## src/sv/tbae_pkg.sv

```systemverilog
`timescale 1ns / 1ps
// ----------------------------------------------------------------------------
// tbae_pkg
// Shared types and constants for the two-background alpha extractor.
// ----------------------------------------------------------------------------
package tbae_pkg;

  // Configuration register indexes.
  localparam logic [2:0] CFG_BLACK_OPAQUE   = 3'd0;
  localparam logic [2:0] CFG_MIN_ALPHA      = 3'd1;
  localparam logic [2:0] CFG_CLIP_ENABLE    = 3'd2;
  localparam logic [2:0] CFG_MONITOR_COUNT  = 3'd3;
  localparam logic [2:0] CFG_MONITOR0_RECT  = 3'd4;
  localparam logic [2:0] CFG_MONITOR1_RECT  = 3'd5;
  localparam logic [2:0] CFG_CAPTURE_ORIGIN = 3'd6;

  localparam int CFG_INDEX_W = 3;
  localparam int CFG_DATA_W  = 64;

  // Monitor counts with a special meaning.
  localparam logic [1:0] MON_NONE   = 2'd0;
  localparam logic [1:0] MON_SINGLE = 2'd1;

  // Alpha arithmetic.
  localparam logic [7:0]  ALPHA_FULL = 8'd255;
  localparam logic [7:0]  ALPHA_ZERO = 8'd0;
  localparam logic [11:0] SUM_BIAS   = 12'd765;
  // Division by three: x * 683 >> 11 is exact for x below 1531.
  localparam logic [9:0]  DIV3_MUL   = 10'd683;
  localparam int          DIV3_SHIFT = 11;

  // Rectangle packing: left in the low half-word, bottom in the high one.
  typedef struct packed {
    logic signed [15:0] bottom;
    logic signed [15:0] right;
    logic signed [15:0] top;
    logic signed [15:0] left;
  } rect_t;

  typedef struct packed {
    logic               black_opaque;
    logic [7:0]         min_alpha;
    logic               clip_enable;
    logic [1:0]         monitor_count;
    rect_t              rect0;
    rect_t              rect1;
    logic signed [15:0] origin_y;
    logic signed [15:0] origin_x;
  } cfg_t;

  // First stage: screen position, channel sum and scaled black values.
  typedef struct packed {
    logic signed [16:0] sx;
    logic signed [16:0] sy;
    logic [10:0]        sum;
    logic [7:0]         white_r;
    logic [7:0]         white_g;
    logic [7:0]         white_b;
    logic [7:0]         white_a;
    logic [15:0]        n_r;
    logic [15:0]        n_g;
    logic [15:0]        n_b;
  } front_t;

  // One lane of the restoring divider.
  typedef struct packed {
    logic [15:0] rem;
    logic [7:0]  quo;
    logic        ovf;
  } div_lane_t;

  // Payload of the divider stages.
  typedef struct packed {
    logic [7:0]           alpha;
    logic [7:0]           white_r;
    logic [7:0]           white_g;
    logic [7:0]           white_b;
    logic [7:0]           white_a;
    div_lane_t [2:0]      lane;
  } pix_t;

  // One quotient bit of a restoring division.
  function automatic div_lane_t div_bit(div_lane_t l, logic [7:0] d, logic [2:0] j);
    div_lane_t   o;
    logic [15:0] dsh;
    o   = l;
    dsh = {8'b0, d} << j;
    if (l.rem >= dsh) begin
      o.rem    = l.rem - dsh;
      o.quo[j] = 1'b1;
    end
    return o;
  endfunction

endpackage

```

## src/sv/tbae_inside.sv

```systemverilog
`timescale 1ns / 1ps
// ----------------------------------------------------------------------------
// tbae_inside
// Monitor rectangle test of one screen position.
// ----------------------------------------------------------------------------
module tbae_inside (
  input  tbae_pkg::cfg_t      cfg,
  input  logic signed [16:0]  sx,
  input  logic signed [16:0]  sy,
  output logic                covered
);
  import tbae_pkg::*;

  logic hit0;
  logic hit1;

  // Half-open containment against both rectangles.
  always_comb begin
    hit0 = (sx >= 17'(cfg.rect0.left)) && (sx < 17'(cfg.rect0.right)) &&
           (sy >= 17'(cfg.rect0.top))  && (sy < 17'(cfg.rect0.bottom));
    hit1 = (sx >= 17'(cfg.rect1.left)) && (sx < 17'(cfg.rect1.right)) &&
           (sy >= 17'(cfg.rect1.top))  && (sy < 17'(cfg.rect1.bottom));
  end

  // Clipping off or a single monitor covers everything; no monitor covers nothing.
  always_comb begin
    priority if (!cfg.clip_enable || cfg.monitor_count == MON_SINGLE) begin
      covered = 1'b1;
    end else if (cfg.monitor_count == MON_NONE) begin
      covered = 1'b0;
    end else begin
      covered = hit0 || hit1;
    end
  end

endmodule

```

## src/sv/two_background_alpha_extract_top.sv

```systemverilog
`timescale 1ns / 1ps
// An accepted input beat passes front_r, stg_r[2..6] and the output registers.
// Throughput: one pixel per cycle while out_stall is low; the restoring divider is
// spread over five stages, one or two quotient bits per stage, so nothing iterates.
// Each stage advances when empty or when the stage after it advances.
// Reset: synchronous, active low; clears the valid bits and the configuration
// registers; the data path registers are not reset.
// ----------------------------------------------------------------------------
// two_background_alpha_extract_top
// Difference matting: alpha and un-premultiplied color from a pixel shot
// over white and over black, with monitor rectangle clipping.
// ----------------------------------------------------------------------------
module two_background_alpha_extract_top (
  input  logic        clk,
  input  logic        rst_n,
  // Configuration port
  input  logic        cfg_we,
  input  logic [2:0]  cfg_index,
  input  logic [63:0] cfg_data,
  // Input channel
  input  logic        in_valid,
  output logic        in_stall,
  input  logic [7:0]  in_white_r,
  input  logic [7:0]  in_white_g,
  input  logic [7:0]  in_white_b,
  input  logic [7:0]  in_white_a,
  input  logic [7:0]  in_black_r,
  input  logic [7:0]  in_black_g,
  input  logic [7:0]  in_black_b,
  input  logic [13:0] in_pos_x,
  input  logic [13:0] in_pos_y,
  // Result channel
  output logic        out_valid,
  input  logic        out_stall,
  output logic [7:0]  out_a,
  output logic [7:0]  out_r,
  output logic [7:0]  out_g,
  output logic [7:0]  out_b
);
  import tbae_pkg::*;

  cfg_t        cfg_r;
  logic [7:1]  v_r;
  logic [8:1]  en;
  front_t      front_r;
  front_t      front_nxt;
  pix_t        stg_r   [2:6];
  pix_t        stg_nxt [2:6];
  logic [7:0]  out_a_r, out_r_r, out_g_r, out_b_r;
  logic [7:0]  out_a_nxt, out_r_nxt, out_g_nxt, out_b_nxt;
  logic        covered;
  logic [20:0] div3_prod;
  logic [9:0]  alpha_raw;
  logic [11:0] sum_wide;
  div_lane_t   last_lane [2:0];
  logic [7:0]  col [2:0];

  // Configuration registers.
  always_ff @(posedge clk) begin
    if (!rst_n) begin
      cfg_r <= '0;
    end else if (cfg_we) begin
      unique case (cfg_index)
        CFG_BLACK_OPAQUE:   cfg_r.black_opaque  <= cfg_data[0];
        CFG_MIN_ALPHA:      cfg_r.min_alpha     <= cfg_data[7:0];
        CFG_CLIP_ENABLE:    cfg_r.clip_enable   <= cfg_data[0];
        CFG_MONITOR_COUNT:  cfg_r.monitor_count <= cfg_data[1:0];
        CFG_MONITOR0_RECT:  cfg_r.rect0         <= cfg_data;
        CFG_MONITOR1_RECT:  cfg_r.rect1         <= cfg_data;
        CFG_CAPTURE_ORIGIN: begin
          cfg_r.origin_x <= cfg_data[15:0];
          cfg_r.origin_y <= cfg_data[31:16];
        end
        default: ;
      endcase
    end
  end

  // Stall chain: a stage moves when it is empty or its successor moves.
  always_comb begin
    en[8] = !out_stall;
    for (int k = 7; k >= 1; k--) begin
      en[k] = !v_r[k] || en[k+1];
    end
  end

  assign in_stall  = !en[1];
  assign out_valid = v_r[7];

  // Stage 1: screen position, biased channel sum and 255 * black.
  always_comb begin
    front_nxt.sx = $signed({3'b0, in_pos_x}) + 17'(cfg_r.origin_x);
    front_nxt.sy = $signed({3'b0, in_pos_y}) + 17'(cfg_r.origin_y);
    sum_wide = SUM_BIAS + 12'(in_black_r) + 12'(in_black_g) + 12'(in_black_b)
               - 12'(in_white_r) - 12'(in_white_g) - 12'(in_white_b);
    front_nxt.sum     = sum_wide[10:0];
    front_nxt.white_r = in_white_r;
    front_nxt.white_g = in_white_g;
    front_nxt.white_b = in_white_b;
    front_nxt.white_a = in_white_a;
    front_nxt.n_r     = {in_black_r, 8'b0} - 16'(in_black_r);
    front_nxt.n_g     = {in_black_g, 8'b0} - 16'(in_black_g);
    front_nxt.n_b     = {in_black_b, 8'b0} - 16'(in_black_b);
  end

  // Stage 2: clip test and alpha as the capped mean.
  tbae_inside u_inside (
    .cfg     (cfg_r),
    .sx      (front_r.sx),
    .sy      (front_r.sy),
    .covered (covered)
  );

  assign div3_prod = 21'(front_r.sum) * 21'(DIV3_MUL);
  assign alpha_raw = div3_prod[20:DIV3_SHIFT];

  always_comb begin
    stg_nxt[2].white_r = front_r.white_r;
    stg_nxt[2].white_g = front_r.white_g;
    stg_nxt[2].white_b = front_r.white_b;
    stg_nxt[2].white_a = front_r.white_a;
    if (!covered) begin
      stg_nxt[2].alpha = ALPHA_ZERO;
    end else if (alpha_raw > 10'(ALPHA_FULL)) begin
      stg_nxt[2].alpha = ALPHA_FULL;
    end else begin
      stg_nxt[2].alpha = alpha_raw[7:0];
    end
    stg_nxt[2].lane[0] = '{rem: front_r.n_r, quo: 8'd0, ovf: 1'b0};
    stg_nxt[2].lane[1] = '{rem: front_r.n_g, quo: 8'd0, ovf: 1'b0};
    stg_nxt[2].lane[2] = '{rem: front_r.n_b, quo: 8'd0, ovf: 1'b0};
  end

  // Stage 3: quotient overflow check, then quotient bit 7.
  always_comb begin
    stg_nxt[3] = stg_r[2];
    for (int c = 0; c < 3; c++) begin
      stg_nxt[3].lane[c].ovf = stg_r[2].lane[c].rem >= {stg_r[2].alpha, 8'b0};
      stg_nxt[3].lane[c]     = div_bit(stg_nxt[3].lane[c], stg_r[2].alpha, 3'd7);
    end
  end

  // Stages 4 to 6: two quotient bits each.
  for (genvar k = 4; k <= 6; k++) begin : g_div
    always_comb begin
      stg_nxt[k] = stg_r[k-1];
      for (int c = 0; c < 3; c++) begin
        stg_nxt[k].lane[c] = div_bit(stg_nxt[k].lane[c], stg_r[k-1].alpha,
                                     3'(14 - 2 * k));
        stg_nxt[k].lane[c] = div_bit(stg_nxt[k].lane[c], stg_r[k-1].alpha,
                                     3'(13 - 2 * k));
      end
    end
  end

  // Stage 7: last quotient bit, saturation and output selection.
  always_comb begin
    for (int c = 0; c < 3; c++) begin
      last_lane[c] = div_bit(stg_r[6].lane[c], stg_r[6].alpha, 3'd0);
      col[c]       = last_lane[c].ovf ? 8'd255 : last_lane[c].quo;
    end
    out_a_nxt = 8'd0;
    out_r_nxt = 8'd0;
    out_g_nxt = 8'd0;
    out_b_nxt = 8'd0;
    priority if (cfg_r.black_opaque) begin
      out_a_nxt = (stg_r[6].alpha > cfg_r.min_alpha) ? ALPHA_FULL : ALPHA_ZERO;
    end else if (stg_r[6].alpha == ALPHA_FULL) begin
      out_a_nxt = stg_r[6].white_a;
      out_r_nxt = stg_r[6].white_r;
      out_g_nxt = stg_r[6].white_g;
      out_b_nxt = stg_r[6].white_b;
    end else if (stg_r[6].alpha != ALPHA_ZERO) begin
      out_a_nxt = stg_r[6].alpha;
      out_r_nxt = col[0];
      out_g_nxt = col[1];
      out_b_nxt = col[2];
    end
  end

  // Valid bits travel with the data.
  always_ff @(posedge clk) begin
    if (!rst_n) begin
      v_r <= '0;
    end else begin
      if (en[1]) begin
        v_r[1] <= in_valid;
      end
      for (int k = 2; k <= 7; k++) begin
        if (en[k]) begin
          v_r[k] <= v_r[k-1];
        end
      end
    end
  end

  // Pipeline payload registers.
  always_ff @(posedge clk) begin
    if (en[1]) begin
      front_r <= front_nxt;
    end
    for (int k = 2; k <= 6; k++) begin
      if (en[k]) begin
        stg_r[k] <= stg_nxt[k];
      end
    end
    if (en[7]) begin
      out_a_r <= out_a_nxt;
      out_r_r <= out_r_nxt;
      out_g_r <= out_g_nxt;
      out_b_r <= out_b_nxt;
    end
  end

  assign out_a = out_a_r;
  assign out_r = out_r_r;
  assign out_g = out_g_r;
  assign out_b = out_b_r;

endmodule

```

## config.mk

```make
export PLATFORM = sky130hd
export DESIGN_NAME = two_background_alpha_extract_top
export DESIGN_NICKNAME = d
export VERILOG_FILES = /design/src/sv/tbae_pkg.sv /design/src/sv/tbae_inside.sv /design/src/sv/two_background_alpha_extract_top.sv
export SDC_FILE = /design/constraint.sdc
export NUM_CORES = 2
export LEC_CHECK = 0
export BUFFER_PORTS_ARGS = -buffer_cell sky130_fd_sc_hd__buf_2
export CAP_MARGIN = 20
export CORE_UTILIZATION = 40
export DETAILED_ROUTE_END_ITERATION = 16
export GPL_TIMING_DRIVEN = 1
export MAX_ROUTING_LAYER = met4
export PLACE_DENSITY = 0.57
export SKIP_CTS_REPAIR_TIMING = 1
export SLEW_MARGIN = 25
export SYNTH_ARGS = -nofsm -noshare
export SYNTH_HDL_FRONTEND = slang
export SYNTH_HIERARCHICAL = 1
export SYNTH_SLANG_ARGS = --single-unit
```

## constraint.sdc

```tcl
create_clock -name clk -period 7.7 [get_ports clk]
set_input_delay 1.54 -clock clk [delete_from_list [all_inputs] [get_ports clk]]
set_output_delay 1.54 -clock clk [all_outputs]
set_load 0.1 [all_outputs]
```

==> impl_metrics.yaml <==
yosys:
  synth_seq_area_share: 0.4931
  synth_top_area_share: 0.4173
  yosys.area.top_type: "edfxtp_1"
  yosysMostFrequentCell: "edfxtp_1"
  synth_seq_cells: 836
  synth.distinct_cells: 90
  netlist_area_um2: 47280
  ys_warn_count: 6
  synth_nets: 5052
  syn-instance-count: 4357
  avgSynthCellArea_um2: 10.85
  synth_edf_count: 657
  synth_flop_cell: "edfxtp_1"
  synthTopCellsByArea: "edfxtp_1, ha_1, dfxtp_1, nand2_1, fa_1"
  synthArstFlopShare: 0
  synth_common_cells: "edfxtp_1, nand2_1, ha_1"
critical_path:
  cp_max_fo: 19
  rr_endpoint: "stg_r[0][384]"
  worst_r2r_path_depth: 18
  cp.required_ps: 8120
  path_cells: "inv_1, fa_1, a211oi_1, o21ai_0, o2111ai_1, and3b_1, clkinv_1, o21ai_0, inv_1, ha_1, nor2b_1, o21ai_0, a21oi_1, o21ai_0, a31oi_1, nor4b_1, nand3_1, mux2_2"
  cp-end-kind: "flop"
  critPathLaunch: "stg_r[0][311]"
  cpMostUsedCell: "o21ai_0"
  critPathKind: "reg2reg"
  cp_num_cells: 18
  startpoint_type: "flop"
  path_delay_family: "compound AO/OA/AOI/OAI gates"
  cp-endpoint: "stg_r[0][384]"
  timing.rr.start: "stg_r[0][311]"
  reg2reg_slack_ps: 1460
  critPathArrivalTime_ps: 6660
  cp.buffers_inverters: 3
  cp_slowest_cell: "edfxtp_1"
  critPathMaxStageDelay_ps: 590
final_layout:
  drive_above_1_share: 0.09828
  nets: 5272
  n_fill_cell: 10910
  synthToLayoutAreaGrowth_pct: 12.03
clock_tree:
  clkTransAtPathRegs_ps: 60
  htree_levels: 3
  numCtsBuffers: 90
  cts_buffer_depth: 3
  cts_sinks: 836
  cts_tree: "built"
  clkLatencyLatePin_ps: 680
  root_buffer: "clkbuf_16"
status:
  run_status: "complete, no violations"
drt:
  ant_nets: 0
  routed_wl_um: 112300
  via_count: 31660
  via_per_inst: 5.125
  first_pass_iters: 5
  drtIter0Drc: 2024
  drt-wirelength-per-cell_um: 18.18
  drc: 0
global_route:
  grt_pass1_wl_um: 175900
  grt_max_degree: 111
  antenna_found_initial: 2
  grt_pass1_vias: 31020
  grt.total_usage: 0.1928
  gr-total-overflow: 0
floorplanning:
  fp.dieArea_um2: 119600
  chipHeight_um: 345.8
  die_width_um: 345.8
  pin_count: 190
  start_util: 0.4052
  rows: 125
  design.core.area_um2: 116700
timing:
  rsz0062_at_grt: "false"
  setup_tns_ps: 0
  worst_pin_slew_ps: 1041
  period_needed_ps: 6240
  finalSetupViolations: 0
  slew_viol_final: 0
  relSlewSlack: 0.3053
  fin_skew_ps: 24.68
  clock.fmax_mhz: 160.3
  hold_viol_final: 0
  period_share: 0.8103
flow_run:
  drv_cap: 0
placed_design:
  dp.final_hpwl_um: 83940
  port_buffers: 189
  place_congestion: 0.8858
min_path:
  hold_class: "reg2reg"
cell families after synthesis:
group / share of synthesized area
fa+ha+maj: 0.1555
buf+inv: 0.04015
flops: 0.4931
xor+xnor: 0.03168
mux: 0.02112
compound gates: 0.1357
simple gates: 0.1228
area by class of cell:
class,instances,area [µm²],area share
Antenna cell,2,5.005,0.00009449
Timing Repair Buffer,213,1132,0.02138
Clock buffer,123,2417,0.04564
Inverter,415,1564,0.02953
Multi-Input combinational cell,3021,22140,0.4180
Clock inverter,42,490.5,0.009260
Sequential cell,836,23310,0.4401
Tap cell,1524,1907,0.03600
per-layer routing:
layer  routed length [µm]  share of wire  global-route usage
met2                51400           0.46              0.3042
met1                54130           0.48              0.2607
met5                    0              0                   -
met4                 2855          0.025             0.05651
met3                 3889          0.035             0.02227
metrics by stage:
stage	setup slack, ps	area, µm²	std cells	hold slack [ps]	utilization
final	1460	52970	6176	414.2	0.4540
after global routing	928.6	52970	6176	420.9	0.4540
after CTS	1461	52950	6174	413.7	0.4539
after detailed placement	1495	50050	6009	404.5	0.4289
after global placement	1626	50050	6009	400.7	0.4289
after floorplan	1438	47280	4357	400.3	-
placed cells by master (no fill, tap or decap), types with 179 or more instances in the layout:
cell / netlist / layout
edfxtp_1: 657 / 657
nand2_1: 559 / 555
ha_1: 458 / 458
inv_1: 411 / 408
a21oi_1: 227 / 227
nor2_1: 228 / 226
a21boi_0: 201 / 201
o21ai_0: 197 / 197
buf_2: 5 / 188
dfxtp_1: 179 / 179
state kept, by name, summed over array words and instances (netlist names):
name,count
out_r,8
cfg_r,172
out_a,8
out_b,8
front_r,125
v_r,7
stg_r,500
out_g,8
worst min path at each step:
stage / depth (start not counted) / from / end
final: 0 / front_r[47] / stg_r[0][15]
after floorplan: 0 / front_r[32] / stg_r[0][0]
after CTS: 0 / front_r[47] / stg_r[0][15]
after detailed placement: 0 / stg_r[0][54] / stg_r[0][169]
after global routing: 0 / front_r[19] / stg_r[0][19]
after global placement: 0 / stg_r[0][194] / stg_r[0][309]
Power is left out: the tool's default activity adds up to more than one toggle a clock period on the data nets, which glitch-free logic cannot reach.
